File: config.mk
export PLATFORM = sky130hd
export DESIGN_NAME = bfu_front
export DESIGN_NICKNAME = d
export VERILOG_FILES = /design/src/hdl/bfu_pkg.sv /design/src/hdl/bfu_front.sv
export SDC_FILE = /design/constraint.sdc
export NUM_CORES = 1
export LEC_CHECK = 0
export BUFFER_PORTS_ARGS = -buffer_cell sky130_fd_sc_hd__buf_2
export CORE_ASPECT_RATIO = 1.4
export CORE_UTILIZATION = 40
export CTS_BUF_LIST = sky130_fd_sc_hd__clkbuf_4 sky130_fd_sc_hd__clkbuf_8
export DETAILED_ROUTE_END_ITERATION = 10
export PLACE_DENSITY = 0.71
export SLEW_MARGIN = 20
export SYNTH_ARGS = -nofsm -noshare
export SYNTH_HDL_FRONTEND = slang
export SYNTH_SLANG_ARGS = --single-unit
export TNS_END_PERCENT = 30
File: constraint.sdc
create_clock -name clk -period 4.1 [get_ports clk]
set_input_delay 0.41 -clock clk [delete_from_list [all_inputs] [get_ports clk]]
set_output_delay 0.41 -clock clk [all_outputs]
set_load 0.005 [all_outputs]
File: src/hdl/bfu_pkg.sv
// Shared types, constants and helpers for the bilinear feature upsampler.
package bfu_pkg;

  localparam int MAX_SRC_DIM_DEF = 64;
  localparam int MAX_DST_DIM_DEF = 64;
  localparam int FRAC_BITS_DEF   = 8;

  localparam int CFG_W       = 7;
  localparam int CFG_IDX_W   = 2;
  localparam int COORD_W     = 6;
  localparam int SAMPLE_W    = 16;
  localparam int ODD_W       = COORD_W + 1;
  localparam int QUEUE_DEPTH = 2;

  typedef enum logic {
    OP_WRITE = 1'b0,
    OP_QUERY = 1'b1
  } op_t;

  typedef enum logic [CFG_IDX_W-1:0] {
    CFG_SRC_ROWS = 2'd0,
    CFG_SRC_COLS = 2'd1,
    CFG_DST_ROWS = 2'd2,
    CFG_DST_COLS = 2'd3
  } cfg_idx_t;

  typedef struct packed {
    logic [CFG_W-1:0] src_rows;
    logic [CFG_W-1:0] src_cols;
    logic [CFG_W-1:0] dst_rows;
    logic [CFG_W-1:0] dst_cols;
  } size_cfg_t;

  localparam size_cfg_t SIZE_RST = '{
    src_rows: 7'd16,
    src_cols: 7'd16,
    dst_rows: 7'd32,
    dst_cols: 7'd32
  };

  typedef struct packed {
    op_t                        opcode;
    logic [COORD_W-1:0]         row;
    logic [COORD_W-1:0]         col;
    logic signed [SAMPLE_W-1:0] sample;
  } item_t;

  typedef enum logic [2:0] {
    ST_IDLE,
    ST_AXIS,
    ST_TAPS,
    ST_DRAIN,
    ST_ROUND
  } back_state_t;

  typedef enum logic [1:0] {
    AX_IDLE,
    AX_CHECK,
    AX_DIV,
    AX_POST
  } axis_state_t;

  function automatic int clamp_dim(input logic [CFG_W-1:0] v, input int maxv);
    int r;
    r = int'(v);
    if (r < 1) begin
      r = 1;
    end else if (r > maxv) begin
      r = maxv;
    end
    return r;
  endfunction

endpackage

File: src/hdl/bfu_front.sv
// Input stage: accepts beats, drops writes outside the store and queues the rest.
module bfu_front #(
  parameter int MAX_SRC_DIM = bfu_pkg::MAX_SRC_DIM_DEF
) (
  input  logic                                clk,
  input  logic                                rst_n,
  input  logic                                in_valid,
  output logic                                in_ready,
  input  logic                                in_opcode,
  input  logic [bfu_pkg::COORD_W-1:0]         in_row,
  input  logic [bfu_pkg::COORD_W-1:0]         in_col,
  input  logic signed [bfu_pkg::SAMPLE_W-1:0] in_sample_in,
  output logic                                item_valid,
  input  logic                                item_ready,
  output bfu_pkg::item_t                      item
);
  import bfu_pkg::*;

  localparam int PTR_W = $clog2(QUEUE_DEPTH);
  localparam int CNT_W = $clog2(QUEUE_DEPTH + 1);

  item_t            queue_r [QUEUE_DEPTH];
  logic [PTR_W-1:0] wr_ptr_r, rd_ptr_r;
  logic [CNT_W-1:0] count_r;
  logic             in_fire, keep, push, pop;
  item_t            new_item;

  assign in_ready = (count_r != CNT_W'(QUEUE_DEPTH));
  assign in_fire  = in_valid && in_ready;
  assign keep     = (in_opcode == OP_QUERY) ||
                    ((int'(in_row) < MAX_SRC_DIM) && (int'(in_col) < MAX_SRC_DIM));
  assign push     = in_fire && keep;

  assign item_valid = (count_r != '0);
  assign item       = queue_r[rd_ptr_r];
  assign pop        = item_valid && item_ready;

  always_comb begin
    new_item.opcode = op_t'(in_opcode);
    new_item.row    = in_row;
    new_item.col    = in_col;
    new_item.sample = in_sample_in;
  end

  always_ff @(posedge clk) begin
    if (!rst_n) begin
      wr_ptr_r <= '0;
      rd_ptr_r <= '0;
      count_r  <= '0;
    end else begin
      if (push) begin
        wr_ptr_r <= wr_ptr_r + 1'b1;
      end
      if (pop) begin
        rd_ptr_r <= rd_ptr_r + 1'b1;
      end
      if (push && !pop) begin
        count_r <= count_r + 1'b1;
      end else if (pop && !push) begin
        count_r <= count_r - 1'b1;
      end
    end
  end

  always_ff @(posedge clk) begin
    if (push) begin
      queue_r[wr_ptr_r] <= new_item;
    end
  end

endmodule

==> impl_metrics.ini <==
[clock_network]
cts_tree = yes
cts_root_buffer = clkbuf_8
cts_buffer_depth = 2
path_clk_slew_ns = 0.06
cts_resized = 0
cts_max_level = 3
insertion_delay_ns = 0.32
cts_sinks = 63
numCtsBuffers = 9
hold_buffers = 0
cts_setup_buffers = 0

[power]
ir_worst_vdd_uv = 346
swShare_pct = 23.5
p_sw_w = 0.000417
leakage_nw = 1.11
power_frac_comb_pct = 22.3
clockPowerShare_pct = 30.2
power.share.sequential_pct = 47.4
finalPower_w = 0.00178
power.density_nw_per_um2 = 605
internal-power_w = 0.00136

[timing]
fin_tns_setup_ns = 0
worst_pin_slew_ns = 0.983
finalSetupViolCount = 0
clock_skew_ns = 0.00383
post-route-period-util_pct = 50.9
maxSlewHeadroom_pct = 34.0
finalCriticalPeriod_ns = 2.09
drv_slew = 0
hold_viol = 0
fmax_mhz = 479
holdWs_ns = 0.268
rsz0062_at_grt = no

[placement]
gp_congestion = 0.621
hpwl_mm = 2.39
dp.cells = 245
io_buffers = 63

[synthesis]
syn_inst = 114
syn_nets = 148
synthTopCellsByCount = edfxtp_1, mux2_2, dfxtp_1
ys_warn_count = 0
synth_edf_count = 58
synth.avg_cell_area_um2 = 20.4
synthTopCellsByArea = edfxtp_1, mux2_2, dfxtp_1
synth-seq-cells = 63
netlist_area_um2 = 2330
synth.most_common_cell = edfxtp_1
synthArstFlopShare_pct = 0
seq_area_frac_synth_pct = 79.0
synth_top_cell_by_area = edfxtp_1
yosysUniqueCellTypes = 20
netlist.area_leader.share_pct = 74.7
ys_dominant_reg_cell = edfxtp_1

[die]
die_x_um = 66.5
coreArea_um2 = 5570
die-area_um2 = 6140
die_h_um = 92.3
ios = 64
initial_core_util_pct = 41.9
fp-row-count = 32

[outcome]
status = completed

[global_routing]
antenna_found_initial = 0
grt_pass1_vias = 1191
grt_pass1_wl_mm = 5.40
grt_overflow = 0
grt_max_degree = 28
grt_usage_pct = 12.9

[critical_path]
critPathKind = reg2reg
worstSetupEndpointType = register
rr_startpoint = count_r[0]$_SDFFE_PN0P_
arrival_ns = 2.18
worstPathRequired_ns = 4.19
cp-startpoint = count_r[0]$_SDFFE_PN0P_
r2r_end = queue_r[0][2]$_DFFE_PP_
rr_worst_depth = 4
r2r_slack_ns = 2.01
crit_path_start_kind = register
cp_max_fo = 27

[worst_hold_path]
min_from = in_sample_in[8]
hold_depth = 1
min_path_type = in2reg
worst_hold_path.endpoint = queue_r[1][8]$_DFFE_PP_

[routing]
post_drt_wl_per_cell_um = 13.5
first_iter_violations = 30
routed_via_density = 4.65
wl_mm = 3.51
ant_nets = 0
drc = 0
dr.pass1.iters = 4
vias = 1208

[final_layout]
area_growth_pct = 25.9
drive_above_1_share_pct = 57.3
nets = 222
multi_input_area_um2 = 465
fillCellCount = 447
ff_latch_area_um2 = 1840
antennaDiodeCount = 0
finalNonFillerCells = 260

[job]
maxCapViolCount = 0
==> per-layer routing <==
layer  vias up  share of wire (%)  GRT usage [%]
li1        587                  -              -
met3        10                5.2           4.19
met1       572                 38           13.4
met4         0                3.4           9.57
met5         -                  0              0
met2        39                 53           21.1
==> worst max-delay path by stage <==
stage	endpoint	slack [ns]
5_1_grt	queue_r[0][2]$_DFFE_PP_	1.82
6_report	queue_r[0][2]$_DFFE_PP_	2.01
3_3_place_gp	queue_r[0][1]$_DFFE_PP_	2.06
3_5_place_dp	queue_r[0][2]$_DFFE_PP_	2.03
2_1_floorplan	queue_r[1][0]$_DFFE_PP_	2.38
4_1_cts	item[26]	2.01
==> cell families (layout without fill, tap and decap cells) <==
family / Yosys count / count (layout) / share of synthesized area [%]
buffers and inverters: 4 / 82 / 1.02
AND/OR/NAND/NOR: 9 / 9 / 2.79
flip-flops: 63 / 63 / 79.0
multiplexers: 29 / 29 / 14.0
XOR/XNOR: 3 / 3 / 1.13
AO/OA/AOI/OAI: 5 / 5 / 1.50
adder cells (fa/ha/maj): 1 / 1 / 0.537
==> through the flow <==
step	util (%)	area (µm²)	setup slack [ns]
floorplan	-	2330	2.38
global placement	49.1	2730	2.06
detailed placement	49.1	2730	2.03
CTS	52.7	2930	2.01
global route	52.7	2930	1.82
finish	52.7	2930	2.01
==> power by group through the flow <==
stage               logic (W)  clock network, W  registers [W]
floorplan            0.000263                 0       0.000842
global placement     0.000408                 0       0.000850
detailed placement   0.000405                 0       0.000856
CTS                  0.000407          0.000552       0.000842
global route         0.000438          0.000575       0.000851
finish               0.000396          0.000537       0.000842
==> sequential cells by signal, summed over array words and instances (netlist names), named ones only <==
name and cells:
wr_ptr_r 1, queue_r 58, rd_ptr_r 1, count_r 2
==> worst max-delay path, cell delays in order (launching register included) <==
cell,delay (ns)
dfxtp_1,0.35
nand2b_4,0.17
nand3b_1,0.10
clkinv_1,0.77
buf_4,0.45
==> placed cells by master, fill, tap and decap left out, drive strengths merged <==
cell type / netlist / routed
buf: 3 / 66
edfxtp: 58 / 58
mux2: 29 / 29
clkbuf: 0 / 9
dfxtp: 5 / 5
clkinv: 0 / 5
and2: 4 / 4
xnor2: 2 / 2
bufinv: 0 / 2
o21ai: 2 / 2
a21boi: 2 / 2
nand2b: 1 / 1
or2: 1 / 1
and3: 1 / 1
nand3b: 1 / 1
a21bo: 1 / 1
xor2: 1 / 1
or3: 1 / 1
ha: 1 / 1
==> layout make-up <==
class	count	area share (%)
inverters	1	0.128
well taps	68	2.90
flip-flops and latches	63	62.8
repair buffers	66	11.5
clock buffers	9	4.22
multi-input cells	47	15.9
clock inverters	6	2.60
No activity file was read; power rests on OpenSTA's default activity.
